==> src/sv/polynomial_easing_unit_core_defines.svh <==
// Assertion macros used by the easing unit core RTL.
`ifndef POLYNOMIAL_EASING_UNIT_CORE_DEFINES_SVH
`define POLYNOMIAL_EASING_UNIT_CORE_DEFINES_SVH

// Same-cycle implication, disabled while reset is low.
`define PEMU_ASSERT_NOW(lbl, clk, rst_n, ante, cons, msg) \
    lbl: assert property (@(posedge clk) disable iff (!(rst_n)) (ante) |-> (cons)) \
        else $error(msg);

// Next-cycle implication, disabled while reset is low.
`define PEMU_ASSERT_NEXT(lbl, clk, rst_n, ante, cons, msg) \
    lbl: assert property (@(posedge clk) disable iff (!(rst_n)) (ante) |=> (cons)) \
        else $error(msg);

`endif

==> src/sv/pemu_pkg.sv <==
package pemu_pkg;

    localparam int VALUE_BITS_DEF = 16;
    localparam int TIME_BITS_DEF  = 16;
    localparam int FRAC_BITS_DEF  = 16;

    localparam int APB_ADDR_BITS = 4;
    localparam int APB_DATA_BITS = 32;
    localparam int MODE_BITS     = 4;

    typedef enum logic [MODE_BITS-1:0] {
        MODE_LINEAR      = 4'd0,
        MODE_IN_QUAD     = 4'd1,
        MODE_IN_CUBIC    = 4'd2,
        MODE_IN_QUART    = 4'd3,
        MODE_OUT_QUAD    = 4'd4,
        MODE_R_IN_QUAD   = 4'd5,
        MODE_R_IN_CUBIC  = 4'd6,
        MODE_R_IN_QUART  = 4'd7,
        MODE_R_OUT_QUAD  = 4'd8,
        MODE_POP         = 4'd9
    } t_mode;

    typedef enum logic [2:0] {
        SH_LIN   = 3'd0,
        SH_QUAD  = 3'd1,
        SH_CUBE  = 3'd2,
        SH_QUART = 3'd3,
        SH_OUTQ  = 3'd4
    } t_shape;

    localparam int SHAPE_BITS = 3;

    typedef enum logic [1:0] {
        REG_START    = 2'd0,
        REG_END      = 2'd1,
        REG_DURATION = 2'd2,
        REG_MODE     = 2'd3
    } t_reg;

endpackage

==> src/sv/pemu_in_if.sv <==
interface pemu_in_if import pemu_pkg::*; #(
    parameter int TIME_BITS = TIME_BITS_DEF
) ();
    logic                 valid;
    logic                 ready;
    logic [TIME_BITS-1:0] elapsed_time;

    modport source (output valid, output elapsed_time, input ready);
    modport sink   (input valid, input elapsed_time, output ready);
endinterface

==> src/sv/pemu_out_if.sv <==
interface pemu_out_if import pemu_pkg::*; #(
    parameter int VALUE_BITS = VALUE_BITS_DEF
) ();
    logic                  valid;
    logic                  ready;
    logic [VALUE_BITS-1:0] eased_value;
    logic                  finished;

    modport source (output valid, output eased_value, output finished, input ready);
    modport sink   (input valid, input eased_value, input finished, output ready);
endinterface

==> src/sv/polynomial_easing_unit_core.sv <==
// Polynomial easing unit.
// Configure start, end, duration and curve mode over the APB port while no
// beat is in flight; registers sit at byte offsets 0, 4, 8 and 12 and read back.
// Each beat on i_in carries an elapsed tick count; each returns exactly one
// beat on o_out with the eased value and a finished flag (tick >= duration).
// The pipeline has two front stages, FRAC_BITS restoring divider stages at one
// quotient bit each, three multiply stages for the curve power, one scale stage
// and the output register.
// Throughput is one beat per cycle; every stage has its own valid bit and
// loads whenever it is empty or its successor moves, so bubbles fill up.
// When the receiver stalls the output register holds its beat and the stages
// behind it keep filling; i_in.ready drops only once all of them are full.
// Synchronous active-low reset empties the pipeline and clears all
// configuration registers to zero.
`include "polynomial_easing_unit_core_defines.svh"

module polynomial_easing_unit_core import pemu_pkg::*; #(
    parameter int VALUE_BITS = VALUE_BITS_DEF,
    parameter int TIME_BITS  = TIME_BITS_DEF,
    parameter int FRAC_BITS  = FRAC_BITS_DEF
) (
    input  logic                     i_clk,
    input  logic                     i_rst_n,
    pemu_in_if.sink                  i_in,
    pemu_out_if.source               o_out,
    input  logic                     psel,
    input  logic                     penable,
    input  logic                     pwrite,
    input  logic [APB_ADDR_BITS-1:0] paddr,
    input  logic [APB_DATA_BITS-1:0] pwdata,
    output logic [APB_DATA_BITS-1:0] prdata,
    output logic                     pready
);

    localparam int V      = VALUE_BITS;
    localparam int TB     = TIME_BITS;
    localparam int F      = FRAC_BITS;
    localparam int SIDE_W = 2 * V + SHAPE_BITS + 2;
    localparam int PW     = V + F + 2;

    // Configuration
    logic [V-1:0]  r_start;
    logic [V-1:0]  r_end;
    logic [TB-1:0] r_dur;
    t_mode         r_mode;
    logic          w_wr;
    t_reg          w_reg;

    assign pready = 1'b1;
    assign w_wr   = psel && penable && pwrite;
    assign w_reg  = t_reg'(paddr[APB_ADDR_BITS-1:2]);

    always_ff @(posedge i_clk) begin
        if (!i_rst_n) begin
            r_start <= '0;
            r_end   <= '0;
            r_dur   <= '0;
            r_mode  <= MODE_LINEAR;
        end else if (w_wr) begin
            unique case (w_reg)
                REG_START:    r_start <= pwdata[V-1:0];
                REG_END:      r_end   <= pwdata[V-1:0];
                REG_DURATION: r_dur   <= pwdata[TB-1:0];
                REG_MODE:     r_mode  <= t_mode'(pwdata[MODE_BITS-1:0]);
            endcase
        end
    end

    always_comb begin
        unique case (w_reg)
            REG_START:    prdata = APB_DATA_BITS'($signed(r_start));
            REG_END:      prdata = APB_DATA_BITS'($signed(r_end));
            REG_DURATION: prdata = APB_DATA_BITS'(r_dur);
            REG_MODE:     prdata = APB_DATA_BITS'(r_mode);
        endcase
    end

    // Front stage 0: done flag and 3t
    logic            r_f0_vld;
    logic [TB-1:0]   r_f0_t;
    logic [TB+1:0]   r_f0_t3;
    logic            r_f0_fin;
    logic            w_en_f0;
    logic            w_en_f1;

    assign w_en_f0  = !r_f0_vld || w_en_f1;
    assign i_in.ready = w_en_f0;

    always_ff @(posedge i_clk) begin
        if (!i_rst_n) begin
            r_f0_vld <= 1'b0;
        end else if (w_en_f0) begin
            r_f0_vld <= i_in.valid;
        end
    end

    always_ff @(posedge i_clk) begin
        if (w_en_f0 && i_in.valid) begin
            r_f0_t   <= i_in.elapsed_time;
            r_f0_t3  <= {1'b0, i_in.elapsed_time, 1'b0} + {2'b00, i_in.elapsed_time};
            r_f0_fin <= (i_in.elapsed_time >= r_dur);
        end
    end

    // Front stage 1: segment, shape, base and slope
    logic            r_f1_vld;
    logic [TB-1:0]   r_f1_num;
    logic [SIDE_W-1:0] r_f1_side;
    logic            w_div_in_ready;
    logic            w_f1_rev;
    logic            w_f1_lt1;
    logic            w_f1_lt2;
    logic [TB+1:0]   w_f1_t3m;
    t_shape          w_f1_kind;
    logic [V-1:0]    w_f1_base;
    logic [V-1:0]    w_f1_targ;
    logic [TB-1:0]   w_f1_num;
    logic [V:0]      w_f1_delta;

    assign w_en_f1  = !r_f1_vld || w_div_in_ready;
    assign w_f1_rev = (r_mode >= MODE_R_IN_QUAD) && (r_mode <= MODE_POP);
    assign w_f1_lt1 = (r_f0_t3 < {2'b00, r_dur});
    assign w_f1_lt2 = (r_f0_t3 < {1'b0, r_dur, 1'b0});
    assign w_f1_t3m = r_f0_t3 - {1'b0, r_dur, 1'b0};

    always_comb begin
        w_f1_kind = SH_LIN;
        w_f1_base = r_start;
        w_f1_targ = r_end;
        w_f1_num  = r_f0_t;
        if (r_f0_fin) begin
            if (w_f1_rev) begin
                w_f1_targ = r_start;
            end else begin
                w_f1_base = r_end;
            end
        end else begin
            unique case (r_mode)
                MODE_IN_QUAD:  w_f1_kind = SH_QUAD;
                MODE_IN_CUBIC: w_f1_kind = SH_CUBE;
                MODE_IN_QUART: w_f1_kind = SH_QUART;
                MODE_OUT_QUAD: w_f1_kind = SH_OUTQ;
                MODE_R_IN_QUAD, MODE_R_IN_CUBIC, MODE_R_IN_QUART, MODE_R_OUT_QUAD: begin
                    w_f1_base = r_end;
                    w_f1_targ = r_start;
                    unique case (r_mode)
                        MODE_R_IN_QUAD:  w_f1_kind = SH_QUAD;
                        MODE_R_IN_CUBIC: w_f1_kind = SH_CUBE;
                        MODE_R_IN_QUART: w_f1_kind = SH_QUART;
                        default:         w_f1_kind = SH_OUTQ;
                    endcase
                end
                MODE_POP: begin
                    priority if (w_f1_lt1) begin
                        w_f1_kind = SH_OUTQ;
                        w_f1_num  = r_f0_t3[TB-1:0];
                    end else if (w_f1_lt2) begin
                        w_f1_base = r_end;
                    end else begin
                        w_f1_base = r_end;
                        w_f1_targ = r_start;
                        w_f1_kind = SH_QUAD;
                        w_f1_num  = w_f1_t3m[TB-1:0];
                    end
                end
                default: w_f1_kind = SH_LIN;
            endcase
        end
    end

    // Hold segments and done beats flat
    assign w_f1_delta = (r_f0_fin || (r_mode == MODE_POP && !w_f1_lt1 && w_f1_lt2))
                        ? '0
                        : ({w_f1_targ[V-1], w_f1_targ} - {w_f1_base[V-1], w_f1_base});

    always_ff @(posedge i_clk) begin
        if (!i_rst_n) begin
            r_f1_vld <= 1'b0;
        end else if (w_en_f1) begin
            r_f1_vld <= r_f0_vld;
        end
    end

    always_ff @(posedge i_clk) begin
        if (w_en_f1 && r_f0_vld) begin
            r_f1_num  <= w_f1_num;
            r_f1_side <= {r_f0_fin, w_f1_kind, w_f1_base, w_f1_delta};
        end
    end

    // Normalized time u = num * 2^F / duration
    logic              w_div_vld;
    logic [F-1:0]      w_div_quo;
    logic [SIDE_W-1:0] w_div_side;
    logic              w_en_b0;

    pemu_div #(
        .TIME_BITS (TB),
        .FRAC_BITS (F),
        .SIDE_W    (SIDE_W)
    ) u_div (
        .i_clk       (i_clk),
        .i_rst_n     (i_rst_n),
        .i_in_valid  (r_f1_vld),
        .o_in_ready  (w_div_in_ready),
        .i_num       (r_f1_num),
        .i_den       (r_dur),
        .i_side      (r_f1_side),
        .o_out_valid (w_div_vld),
        .i_out_ready (w_en_b0),
        .o_quo       (w_div_quo),
        .o_side      (w_div_side)
    );

    // Back stage 0: u*u or u*(2-u)
    logic              r_b0_vld;
    logic [F-1:0]      r_b0_u;
    logic [F-1:0]      r_b0_p1;
    logic [SIDE_W-1:0] r_b0_side;
    logic              w_en_b1;
    t_shape            w_b0_kind;
    logic [F+1:0]      w_b0_opb;
    logic [2*F+1:0]    w_b0_prod;

    assign w_en_b0   = !r_b0_vld || w_en_b1;
    assign w_b0_kind = t_shape'(w_div_side[2*V+SHAPE_BITS:2*V+1]);
    assign w_b0_opb  = (w_b0_kind == SH_OUTQ) ? ({2'b10, {F{1'b0}}} - {2'b00, w_div_quo})
                                              : {2'b00, w_div_quo};
    assign w_b0_prod = {{(F+2){1'b0}}, w_div_quo} * {{F{1'b0}}, w_b0_opb};

    always_ff @(posedge i_clk) begin
        if (!i_rst_n) begin
            r_b0_vld <= 1'b0;
        end else if (w_en_b0) begin
            r_b0_vld <= w_div_vld;
        end
    end

    always_ff @(posedge i_clk) begin
        if (w_en_b0 && w_div_vld) begin
            r_b0_u    <= w_div_quo;
            r_b0_p1   <= w_b0_prod[2*F-1:F];
            r_b0_side <= w_div_side;
        end
    end

    // Back stage 1: cube
    logic              r_b1_vld;
    logic [F-1:0]      r_b1_u;
    logic [F-1:0]      r_b1_p1;
    logic [F-1:0]      r_b1_p2;
    logic [SIDE_W-1:0] r_b1_side;
    logic              w_en_b2;
    logic [2*F-1:0]    w_b1_prod;

    assign w_en_b1   = !r_b1_vld || w_en_b2;
    assign w_b1_prod = {{F{1'b0}}, r_b0_p1} * {{F{1'b0}}, r_b0_u};

    always_ff @(posedge i_clk) begin
        if (!i_rst_n) begin
            r_b1_vld <= 1'b0;
        end else if (w_en_b1) begin
            r_b1_vld <= r_b0_vld;
        end
    end

    always_ff @(posedge i_clk) begin
        if (w_en_b1 && r_b0_vld) begin
            r_b1_u    <= r_b0_u;
            r_b1_p1   <= r_b0_p1;
            r_b1_p2   <= w_b1_prod[2*F-1:F];
            r_b1_side <= r_b0_side;
        end
    end

    // Back stage 2: quart
    logic              r_b2_vld;
    logic [F-1:0]      r_b2_u;
    logic [F-1:0]      r_b2_p1;
    logic [F-1:0]      r_b2_p2;
    logic [F-1:0]      r_b2_p3;
    logic [SIDE_W-1:0] r_b2_side;
    logic              w_en_b3;
    logic [2*F-1:0]    w_b2_prod;

    assign w_en_b2   = !r_b2_vld || w_en_b3;
    assign w_b2_prod = {{F{1'b0}}, r_b1_p2} * {{F{1'b0}}, r_b1_u};

    always_ff @(posedge i_clk) begin
        if (!i_rst_n) begin
            r_b2_vld <= 1'b0;
        end else if (w_en_b2) begin
            r_b2_vld <= r_b1_vld;
        end
    end

    always_ff @(posedge i_clk) begin
        if (w_en_b2 && r_b1_vld) begin
            r_b2_u    <= r_b1_u;
            r_b2_p1   <= r_b1_p1;
            r_b2_p2   <= r_b1_p2;
            r_b2_p3   <= w_b2_prod[2*F-1:F];
            r_b2_side <= r_b1_side;
        end
    end

    // Back stage 3: pick the shape and scale by the slope
    logic                r_b3_vld;
    logic signed [PW-1:0] r_b3_prod;
    logic [V-1:0]        r_b3_base;
    logic                r_b3_fin;
    logic                w_en_out;
    t_shape              w_b3_kind;
    logic [V:0]          w_b3_delta;
    logic [F-1:0]        w_b3_p;
    logic signed [PW-1:0] w_b3_prod;

    assign w_en_b3    = !r_b3_vld || w_en_out;
    assign w_b3_kind  = t_shape'(r_b2_side[2*V+SHAPE_BITS:2*V+1]);
    assign w_b3_delta = r_b2_side[V:0];

    always_comb begin
        unique case (w_b3_kind)
            SH_QUAD, SH_OUTQ: w_b3_p = r_b2_p1;
            SH_CUBE:          w_b3_p = r_b2_p2;
            SH_QUART:         w_b3_p = r_b2_p3;
            default:          w_b3_p = r_b2_u;
        endcase
    end

    assign w_b3_prod = $signed({{(F+1){w_b3_delta[V]}}, w_b3_delta})
                     * $signed({{(V+2){1'b0}}, w_b3_p});

    always_ff @(posedge i_clk) begin
        if (!i_rst_n) begin
            r_b3_vld <= 1'b0;
        end else if (w_en_b3) begin
            r_b3_vld <= r_b2_vld;
        end
    end

    always_ff @(posedge i_clk) begin
        if (w_en_b3 && r_b2_vld) begin
            r_b3_prod <= w_b3_prod;
            r_b3_base <= r_b2_side[2*V:V+1];
            r_b3_fin  <= r_b2_side[SIDE_W-1];
        end
    end

    // Output register: round half up and add the base
    logic                r_out_vld;
    logic [V-1:0]        r_out_val;
    logic                r_out_fin;
    logic signed [PW-1:0] w_out_rnd;
    logic [V+1:0]        w_out_sum;

    assign w_en_out  = !r_out_vld || o_out.ready;
    assign w_out_rnd = r_b3_prod + $signed({{(V+2){1'b0}}, 1'b1, {(F-1){1'b0}}});
    assign w_out_sum = {{2{r_b3_base[V-1]}}, r_b3_base} + w_out_rnd[PW-1:F];

    always_ff @(posedge i_clk) begin
        if (!i_rst_n) begin
            r_out_vld <= 1'b0;
        end else if (w_en_out) begin
            r_out_vld <= r_b3_vld;
        end
    end

    always_ff @(posedge i_clk) begin
        if (w_en_out && r_b3_vld) begin
            r_out_val <= w_out_sum[V-1:0];
            r_out_fin <= r_b3_fin;
        end
    end

    assign o_out.valid       = r_out_vld;
    assign o_out.eased_value = r_out_val;
    assign o_out.finished    = r_out_fin;

    `PEMU_ASSERT_NOW(a_in_stall_full, i_clk, i_rst_n, !i_in.ready, r_f0_vld, "input stalled with empty front stage")
    `PEMU_ASSERT_NEXT(a_f1_hold, i_clk, i_rst_n, r_f1_vld && !w_div_in_ready, r_f1_vld && $stable(r_f1_num) && $stable(r_f1_side), "front beat lost or changed while divider stalled")
    `PEMU_ASSERT_NOW(a_done_flat, i_clk, i_rst_n, r_b3_vld && r_b3_fin, r_b3_prod == '0, "finished beat carries nonzero slope product")

endmodule

==> src/sv/pemu_div.sv <==
module pemu_div import pemu_pkg::*; #(
    parameter int TIME_BITS = TIME_BITS_DEF,
    parameter int FRAC_BITS = FRAC_BITS_DEF,
    parameter int SIDE_W    = 1
) (
    input  logic                 i_clk,
    input  logic                 i_rst_n,
    input  logic                 i_in_valid,
    output logic                 o_in_ready,
    input  logic [TIME_BITS-1:0] i_num,
    input  logic [TIME_BITS-1:0] i_den,
    input  logic [SIDE_W-1:0]    i_side,
    output logic                 o_out_valid,
    input  logic                 i_out_ready,
    output logic [FRAC_BITS-1:0] o_quo,
    output logic [SIDE_W-1:0]    o_side
);

    logic                 r_vld  [FRAC_BITS];
    logic [TIME_BITS-1:0] r_rem  [FRAC_BITS];
    logic [FRAC_BITS-1:0] r_quo  [FRAC_BITS];
    logic [SIDE_W-1:0]    r_side [FRAC_BITS];
    logic                 w_en   [FRAC_BITS];

    for (genvar k = 0; k < FRAC_BITS; k++) begin : g_stg
        logic [TIME_BITS-1:0] w_prem;
        logic [FRAC_BITS-1:0] w_pquo;
        logic [SIDE_W-1:0]    w_pside;
        logic                 w_pvld;
        logic                 w_nxt_en;
        logic [TIME_BITS:0]   w_rem2;
        logic [TIME_BITS:0]   w_diff;
        logic                 w_ge;

        if (k == 0) begin : g_first
            assign w_prem  = i_num;
            assign w_pquo  = '0;
            assign w_pside = i_side;
            assign w_pvld  = i_in_valid;
        end else begin : g_rest
            assign w_prem  = r_rem[k-1];
            assign w_pquo  = r_quo[k-1];
            assign w_pside = r_side[k-1];
            assign w_pvld  = r_vld[k-1];
        end

        if (k == FRAC_BITS - 1) begin : g_last
            assign w_nxt_en = i_out_ready;
        end else begin : g_mid
            assign w_nxt_en = w_en[k+1];
        end

        assign w_en[k] = !r_vld[k] || w_nxt_en;
        assign w_rem2  = {w_prem, 1'b0};
        assign w_ge    = (w_rem2 >= {1'b0, i_den});
        assign w_diff  = w_rem2 - {1'b0, i_den};

        always_ff @(posedge i_clk) begin
            if (!i_rst_n) begin
                r_vld[k] <= 1'b0;
            end else if (w_en[k]) begin
                r_vld[k] <= w_pvld;
            end
        end

        always_ff @(posedge i_clk) begin
            if (w_en[k] && w_pvld) begin
                r_rem[k]  <= w_ge ? w_diff[TIME_BITS-1:0] : w_rem2[TIME_BITS-1:0];
                r_quo[k]  <= {w_pquo[FRAC_BITS-2:0], w_ge};
                r_side[k] <= w_pside;
            end
        end
    end

    assign o_in_ready  = w_en[0];
    assign o_out_valid = r_vld[FRAC_BITS-1];
    assign o_quo       = r_quo[FRAC_BITS-1];
    assign o_side      = r_side[FRAC_BITS-1];

endmodule

==> src/flat_wrapper.sv <==
// flat-port wrapper written by rule: the top's interface ports become plain ports
module polynomial_easing_unit_core_flat import pemu_pkg::*;
#(
    parameter int VALUE_BITS = VALUE_BITS_DEF,
    parameter int TIME_BITS  = TIME_BITS_DEF,
    parameter int FRAC_BITS  = FRAC_BITS_DEF
)
  (i_clk, i_rst_n, psel, penable, pwrite, paddr, pwdata, prdata, pready, i_in_valid, i_in_elapsed_time, i_in_ready, o_out_valid, o_out_eased_value, o_out_finished, o_out_ready);
  pemu_in_if #(.TIME_BITS(TIME_BITS)) i_in_i ();
  pemu_out_if #(.VALUE_BITS(VALUE_BITS)) o_out_i ();
  input  logic i_clk;
  input  logic i_rst_n;
  input  logic psel;
  input  logic penable;
  input  logic pwrite;
  input  logic [APB_ADDR_BITS-1:0] paddr;
  input  logic [APB_DATA_BITS-1:0] pwdata;
  output logic [APB_DATA_BITS-1:0] prdata;
  output logic pready;
  input wire logic [$bits(i_in_i.valid)-1:0] i_in_valid;
  input wire logic [$bits(i_in_i.elapsed_time)-1:0] i_in_elapsed_time;
  output wire logic [$bits(i_in_i.ready)-1:0] i_in_ready;
  output wire logic [$bits(o_out_i.valid)-1:0] o_out_valid;
  output wire logic [$bits(o_out_i.eased_value)-1:0] o_out_eased_value;
  output wire logic [$bits(o_out_i.finished)-1:0] o_out_finished;
  input wire logic [$bits(o_out_i.ready)-1:0] o_out_ready;
  assign i_in_i.valid = i_in_valid;
  assign i_in_i.elapsed_time = i_in_elapsed_time;
  assign i_in_ready = i_in_i.ready;
  assign o_out_valid = o_out_i.valid;
  assign o_out_eased_value = o_out_i.eased_value;
  assign o_out_finished = o_out_i.finished;
  assign o_out_i.ready = o_out_ready;
  polynomial_easing_unit_core #(.VALUE_BITS(VALUE_BITS), .TIME_BITS(TIME_BITS), .FRAC_BITS(FRAC_BITS)) u_core (.i_clk(i_clk), .i_rst_n(i_rst_n), .i_in(i_in_i), .o_out(o_out_i), .psel(psel), .penable(penable), .pwrite(pwrite), .paddr(paddr), .pwdata(pwdata), .prdata(prdata), .pready(pready));
endmodule
==> config.mk <==
export PLATFORM = sky130hd
export DESIGN_NAME = polynomial_easing_unit_core_flat
export DESIGN_NICKNAME = d
export VERILOG_FILES = /design/src/sv/pemu_pkg.sv /design/src/sv/pemu_in_if.sv /design/src/sv/pemu_out_if.sv /design/src/sv/polynomial_easing_unit_core.sv /design/src/sv/pemu_div.sv /design/src/flat_wrapper.sv
export VERILOG_INCLUDE_DIRS = /design/src /design/src/sv
export SDC_FILE = /design/constraint.sdc
export NUM_CORES = 2
export LEC_CHECK = 0
export BUFFER_PORTS_ARGS = -buffer_cell sky130_fd_sc_hd__clkbuf_2
export CAP_MARGIN = 25
export CORE_ASPECT_RATIO = 0.7
export CORE_MARGIN = 4
export CORE_UTILIZATION = 30
export DETAILED_ROUTE_END_ITERATION = 8
export SKIP_LAST_GASP = 1
export SYNTH_ARGS = -nofsm -noshare
export SYNTH_HDL_FRONTEND = slang
export SYNTH_SLANG_ARGS = --single-unit
export TNS_END_PERCENT = 30
==> constraint.sdc <==
create_clock -name i_clk -period 23 [get_ports i_clk]
set_input_delay 1.15 -clock i_clk [delete_from_list [all_inputs] [get_ports i_clk]]
set_output_delay 1.15 -clock i_clk [all_outputs]
set_load 0.01 [all_outputs]
Word-level counts from Yosys, hierarchy flattened --
Memory sizes are Yosys's and may differ from the RTL's. Cells that the tools add are included.
Word-level totals: memories 4, RAM bits 1120, register bits after elaboration 468, word-level logic and storage cells 334, output and inout port bits 52, input port bits 59
Operators by class: add/sub/neg operators 22, reductions and logical operators 83, magnitude comparators 21, equal/unequal tests 17, bitwise logic cells 16, muxes and demuxes 132, multipliers 4
Memory list:
- u_core.u_div.r_side | depth 16, width 37, read ports 16, clocked after memory_dff 0, write ports 16, line pemu_div.sv:22 | logic [SIDE_W-1:0] r_side [FRAC_BITS];
- u_core.u_div.r_quo | depth 16, width 16, read ports 16, clocked after memory_dff 0, write ports 16, line pemu_div.sv:21 | logic [FRAC_BITS-1:0] r_quo [FRAC_BITS];
- u_core.u_div.r_rem | depth 16, width 16, read ports 15, clocked after memory_dff 0, write ports 16, line pemu_div.sv:20 | logic [TIME_BITS-1:0] r_rem [FRAC_BITS];
- u_core.u_div.r_vld | depth 16, width 1, read ports 16, clocked after memory_dff 0, write ports 16, line pemu_div.sv:19 | logic r_vld [FRAC_BITS];
Operators with widths (count):
- 2-to-1 mux 16 bit | 26
- greater-or-equal comparator 17 x 16 -> 1 bit | 16
- subtractor 16 bit | 17
- one-hot mux 32 bit (4 select lines) | 1
- 2-to-1 mux 1 bit | 98
- multiplier 16 x 16 -> 32 bit | 2
- one-hot mux 16 bit (2 select lines) | 2
- one-hot mux 16 bit (3 select lines) | 1
- adder 32 x 17 -> 32 bit, second input constant | 1
- multiplier 16 x 18 -> 32 bit | 1
- multiplier 17 x 17 -> 32 bit | 1
- logical AND 1 bit | 28
- zero test 1 bit | 24
- logical OR 1 bit | 24
- adder 17 x 16 -> 18 bit | 1
- < comparator 18 x 16 -> 1 bit | 1
- < comparator 18 x 17 -> 1 bit | 1
- 2-to-1 mux 18 bit | 1
- one-hot mux 3 bit (6 select lines) | 1
- subtractor 18 x 16 -> 18 bit, first input constant | 1
- subtractor 16 x 16 -> 17 bit | 1
- adder 16 bit | 1
- == test 4 x 3 -> 1 bit, second input constant | 4
- greater-or-equal comparator 16 bit | 1
- other kinds (17) | 40

Depth between registers and ports, before layout --
word-level depth 26, mapped depth 30, mapped depth without buffers 30

Modules after synthesis --
Synthesis repeated with hierarchy kept, for this count alone.
Unflattened totals: cell total of the unflattened synthesis 8515, area total of the unflattened synthesis 98787.2 um^2
Modules (own cells, without submodules):
- polynomial_easing_unit_core | area each 54452.2 um^2, seq. area each 12982.5 um^2, cells each 5409, times used 1
- pemu_div | area each 44335.0 um^2, seq. area each 29538.3 um^2, cells each 3106, times used 1

Least setup slack after synthesis --
No wires, ideal clock.
path type register -> register, start memory u_core.u_div.r_quo[1][113] in the netlist's numbering, end register u_core.r_b0_p1[15] (data pin), setup slack 15.463 ns, cell stages (with the launch flop) 29, required time 22.740 ns, setup time 0.260 ns, arrival 7.277 ns, path buffers 1, period minus slack after synthesis 7.537 ns, cells stage by stage edfxtp_1 -> inv_1 -> nand4b_1 -> or2_2 -> nor4_1 -> a21oi_1 -> xor2_1 -> clkbuf_1 -> nand2_1 -> fa_1 -> fa_1 -> inv_1 -> fa_1 -> fa_1 -> fa_1 -> inv_1 -> fa_1 -> inv_1 -> ha_1 -> and4_1 -> a211o_1 -> o32a_1 -> a22o_1 -> o21a_1 -> nor2_1 -> a211o_1 -> o211ai_2 -> a21oi_1 -> xnor2_1
RTL lines:
- from (decl) | line pemu_div.sv:21
- to (signal assigned) | line polynomial_easing_unit_core.sv:242 | r_b0_p1 <= w_b0_prod[2*F-1:F];
- to (decl) | line polynomial_easing_unit_core.sv:218 | logic [F-1:0] r_b0_p1;

==> summary.md <==
| Metric | Value |
|---|---|
| CTS tree | yes |
| Core Area | 322000 µm² |
| VDD IR max | 0.00005081 V |
| Via count | 59840 |
| Synth area leaders | edfxtp_1 42%, fa_1 18%, ha_1 9.3%, inv_1 4.6%, nand2_1 3.3% |
| # rows | 174 |
| Fin Hold WS | 0.3933 ns |
| Setup bufs post-CTS | 0 |
| PwrDens | 50.08 nW/µm² |
| GR Util All Layers | 13.29% |
| # clock sinks | 1436 |
| Number of flops mapped to enable cells by yosys | 1376 |
| FF-to-FF Start | u_core.u_div.r_quo[1][113]$_DFFE_PP_ |
| Hold EP | u_core.u_div.r_side[1][198]$_DFFE_PP_ |
| # IOs | 111 |
| Total chip power | 0.005388 W |
| Ant diodes | 0 |
| Worst-Skew Late Latency | 0.77 ns |
| Post-synth top area cell | edfxtp_1 |
| Slew @ Worst Pin | 1.116 ns |
| Overflow after GRT | 0 |
| # hold bufs at CTS | 0 |
| Worst-path maximum fanout | 18 |
| CP endpoint kind | flop |
| Clock Tree Buf Depth | 4 |
| Worst path slowest cell | edfxtp_1 |
| Syn. warnings | 0 |
| Post-synth top area share | 42.44% |
| P&R area growth vs syn | 10.49% |
| CTS Buf Count | 144 |
| Leakage power | 43.06 nW |
| Layout Utilization | 33.41% |
| Die X | 688.9 µm |
| Post-Synth XOR/XNOR Area | 2.888% |
| Final min period | 9.179 ns |
| Remaining DRCs | 0 |
| Die H | 484.6 µm |
| Status | finished, final reports clean |
| Relative slew slack | 25.63% |
| Worst min-delay path class | flop to flop |
| Worst setup path class | flop to flop |
| Reg clk slew, reported paths | 0.07 ns |
| WP data arrival | 9.68 ns |
| Routed len/inst | 17.51 µm |
| Period Utilization, post-route | 39.91% |
| Gp weighted congestion | 0.8787 |
| DRT iter0 DRCs | 4722 |
| Asr flop ratio synth | 0% |
| Main combinational cell family by area after synthesis | adder cells |
| Compound-cell area share of the yosys netlist | 6.172% |
| Fraction of the mapped netlist area in adder cells | 27.64% |
| Unrepaired setup endpoints after global routing | false |
| WP data required | 23.50 ns |
| Remaining antenna violation count | 0 |
| R2R depth | 29 |
| Final slew viol count | 0 |
| Crit. Startpoint | u_core.u_div.r_quo[1][113]$_DFFE_PP_ |
| Mux contribution to synthesized area | 2.902% |
| Layout cell share with drive strength beyond 1 | 8.049% |
| Largest net degree at the start of global routing | 87 |
| Most Frequent Cell on Critical Path | fa_1 |
| Drt first pass iters | 6 |
| Synthesized area | 97370 µm² |
| Post-Synth Simple-Gate Area | 10.97% |
| Post-synth top cells | 1376 x edfxtp_1, 1181 x inv_1, 890 x fa_1 |
| # Max-Cap Violations | 0 |
| Final setup TNS | 0 ns |
| Reg2reg setup slack | 13.82 ns |
| Initial antenna violation count | 6 |
| Final worst slack | 13.82 ns |
| Worst Hold Depth | 0 |
| Register area share after synthesis | 43.67% |
| H-tree levels | 4 |
| Root Driver | clkbuf_16 |
| Top-count cell post-synth | edfxtp_1 |
| Final Hold Viols | 0 |
| Final setup fails | 0 |
| DP Worst Slack | 13.92 ns |
| Worst Setup Start Kind | flop |
| Vias in the first global route | 62150 |
| #FFs+latches synth | 1436 |
| Cell variety after synth | 102 |
| Main synth FF type | edfxtp_1 |
| Buffers on Ports | 91 |
| Post-cts repair resize count | 0 |
| Slowest stage delay, CP | 0.92 ns |
| Nets | 9950 |
| WL final | 222100 µm |
| Hold Path Origin | u_core.u_div.r_side[1][161]$_DFFE_PP_ |
| Effective utilization at floorplan | 30.24% |
| Reg-to-Reg End | u_core.r_b0_p1[15]$_DFFE_PP_ |
| Avg Cell Area, Syn | 11.91 µm² |
| Post-DP HPWL | 162800 µm |
| Fmax | 0.1089 GHz |
| Worst Clk Skew | 0.04459 ns |
| Vias per inst | 4.717 |
| Die area | 333900 µm² |
| First-pass GRT wire length | 354600 µm |
| Post-Syn Instances | 8173 |
## flip-flops by register name (all words and copies together) (netlist names), 17 cells and up
register             cells
u_core.r_b3_prod        17
u_core.u_div.r_rem     240
u_core.r_f1_side        37
u_core.u_div.r_quo     136
u_core.r_f0_t3          18
u_core.r_b1_side        37
u_core.r_b0_side        37
u_core.u_div.r_side    592
u_core.r_b2_side        37
## worst max path at each step
| stage | endpoint | slack [ns] | cells after the start |
|---|---|---|---|
| after floorplan | u_core.r_b0_p1[15]$_DFFE_PP_ | 15.46 | 28 |
| after global placement | u_core.r_b0_p1[15]$_DFFE_PP_ | 13.60 | 28 |
| after detailed placement | u_core.r_b0_p1[15]$_DFFE_PP_ | 13.92 | 29 |
| after CTS | u_core.r_b0_p1[15]$_DFFE_PP_ | 13.87 | 29 |
| after global routing | u_core.r_b0_p1[15]$_DFFE_PP_ | 13.26 | 29 |
| final | u_core.r_b0_p1[15]$_DFFE_PP_ | 13.82 | 29 |
## layout by cell type (no fill, tap or decap), types with 19 or more instances in the layout
cell       count
and3_1        43
ha_1         727
clkbuf_1      32
nor3_1       104
a21o_1        73
edfxtp_1    1376
clkbuf_16    146
and2_1       462
nand3_1       89
mux2i_1       76
o21ai_1       23
nand2_1      859
a211o_1       19
nor2_1       334
inv_1       1181
xor2_1        79
a21oi_1      271
o21a_1        59
clkinv_1      23
clkbuf_2      90
a211oi_1      30
buf_4         94
nand4_1       60
a21boi_0      67
xnor2_1      236
dfxtp_1       59
o21ai_0      142
fa_1         890
nor2b_1       83
nand2b_1      36
mux2_2       166
nor4_1        22
or3_1         41
## through the flow
stage / std cells / area [µm²]
detailed placement: 12440 / 103000
CTS: 12680 / 107500
floorplan: 8186 / 97410
global route: 12690 / 107600
global placement: 12430 / 103000
finish: 12690 / 107600
## final cells by class
type                       instances  area [µm²]
fill                           31480      214400
multi-input combinational       5320       49510
sequential                      1436       42520
tap                             4312        5395
inverter                        1182        4437
clock buffer                     178        3774
timing repair buffer             190        1241
clock inverter                    68       701.9
## cells by family (layout without fill, tap and decap cells)
family | after synthesis | count (layout)
buffers and inverters | 1430 | 1618
and+or+nand+nor | 2211 | 2211
adders and majority gates | 1617 | 1617
AOI/OAI and AO/OA | 903 | 903
other | 2 | 15
DFF | 1436 | 1436
muxes | 253 | 253
xor gates and xnor gates | 321 | 321
## worst max-delay path, delay by kind of cell (launching register included)
kind                     cells  cell delay, ns
XOR/XNOR                     2            0.87
adder cells (fa/ha/maj)      8            3.56
buffers and inverters        5            0.62
flip-flops                   1            0.92
AO/OA/AOI/OAI                9            2.33
AND/OR/NAND/NOR              5            0.56
## per-layer routing
metal,wire (µm),vias to the layer above,global-route usage [%]
met1,109800,29990,20.56
li1,-,27610,-
met4,3780,2,2.493
met2,92100,1939,19.30
met5,20,-,0
met3,16480,302,2.418
## where the power goes
| part | switching [W] | leakage, nW | internal [W] | total [W] |
|---|---|---|---|---|
| clock network | 0.000960 | 2.16 | 0.00131 | 0.00227 |
| registers | 0.0000131 | 13.0 | 0.00286 | 0.00287 |
| logic | 0.000141 | 27.9 | 0.000104 | 0.000245 |
Note: power is estimated with default switching activity, not from simulation.
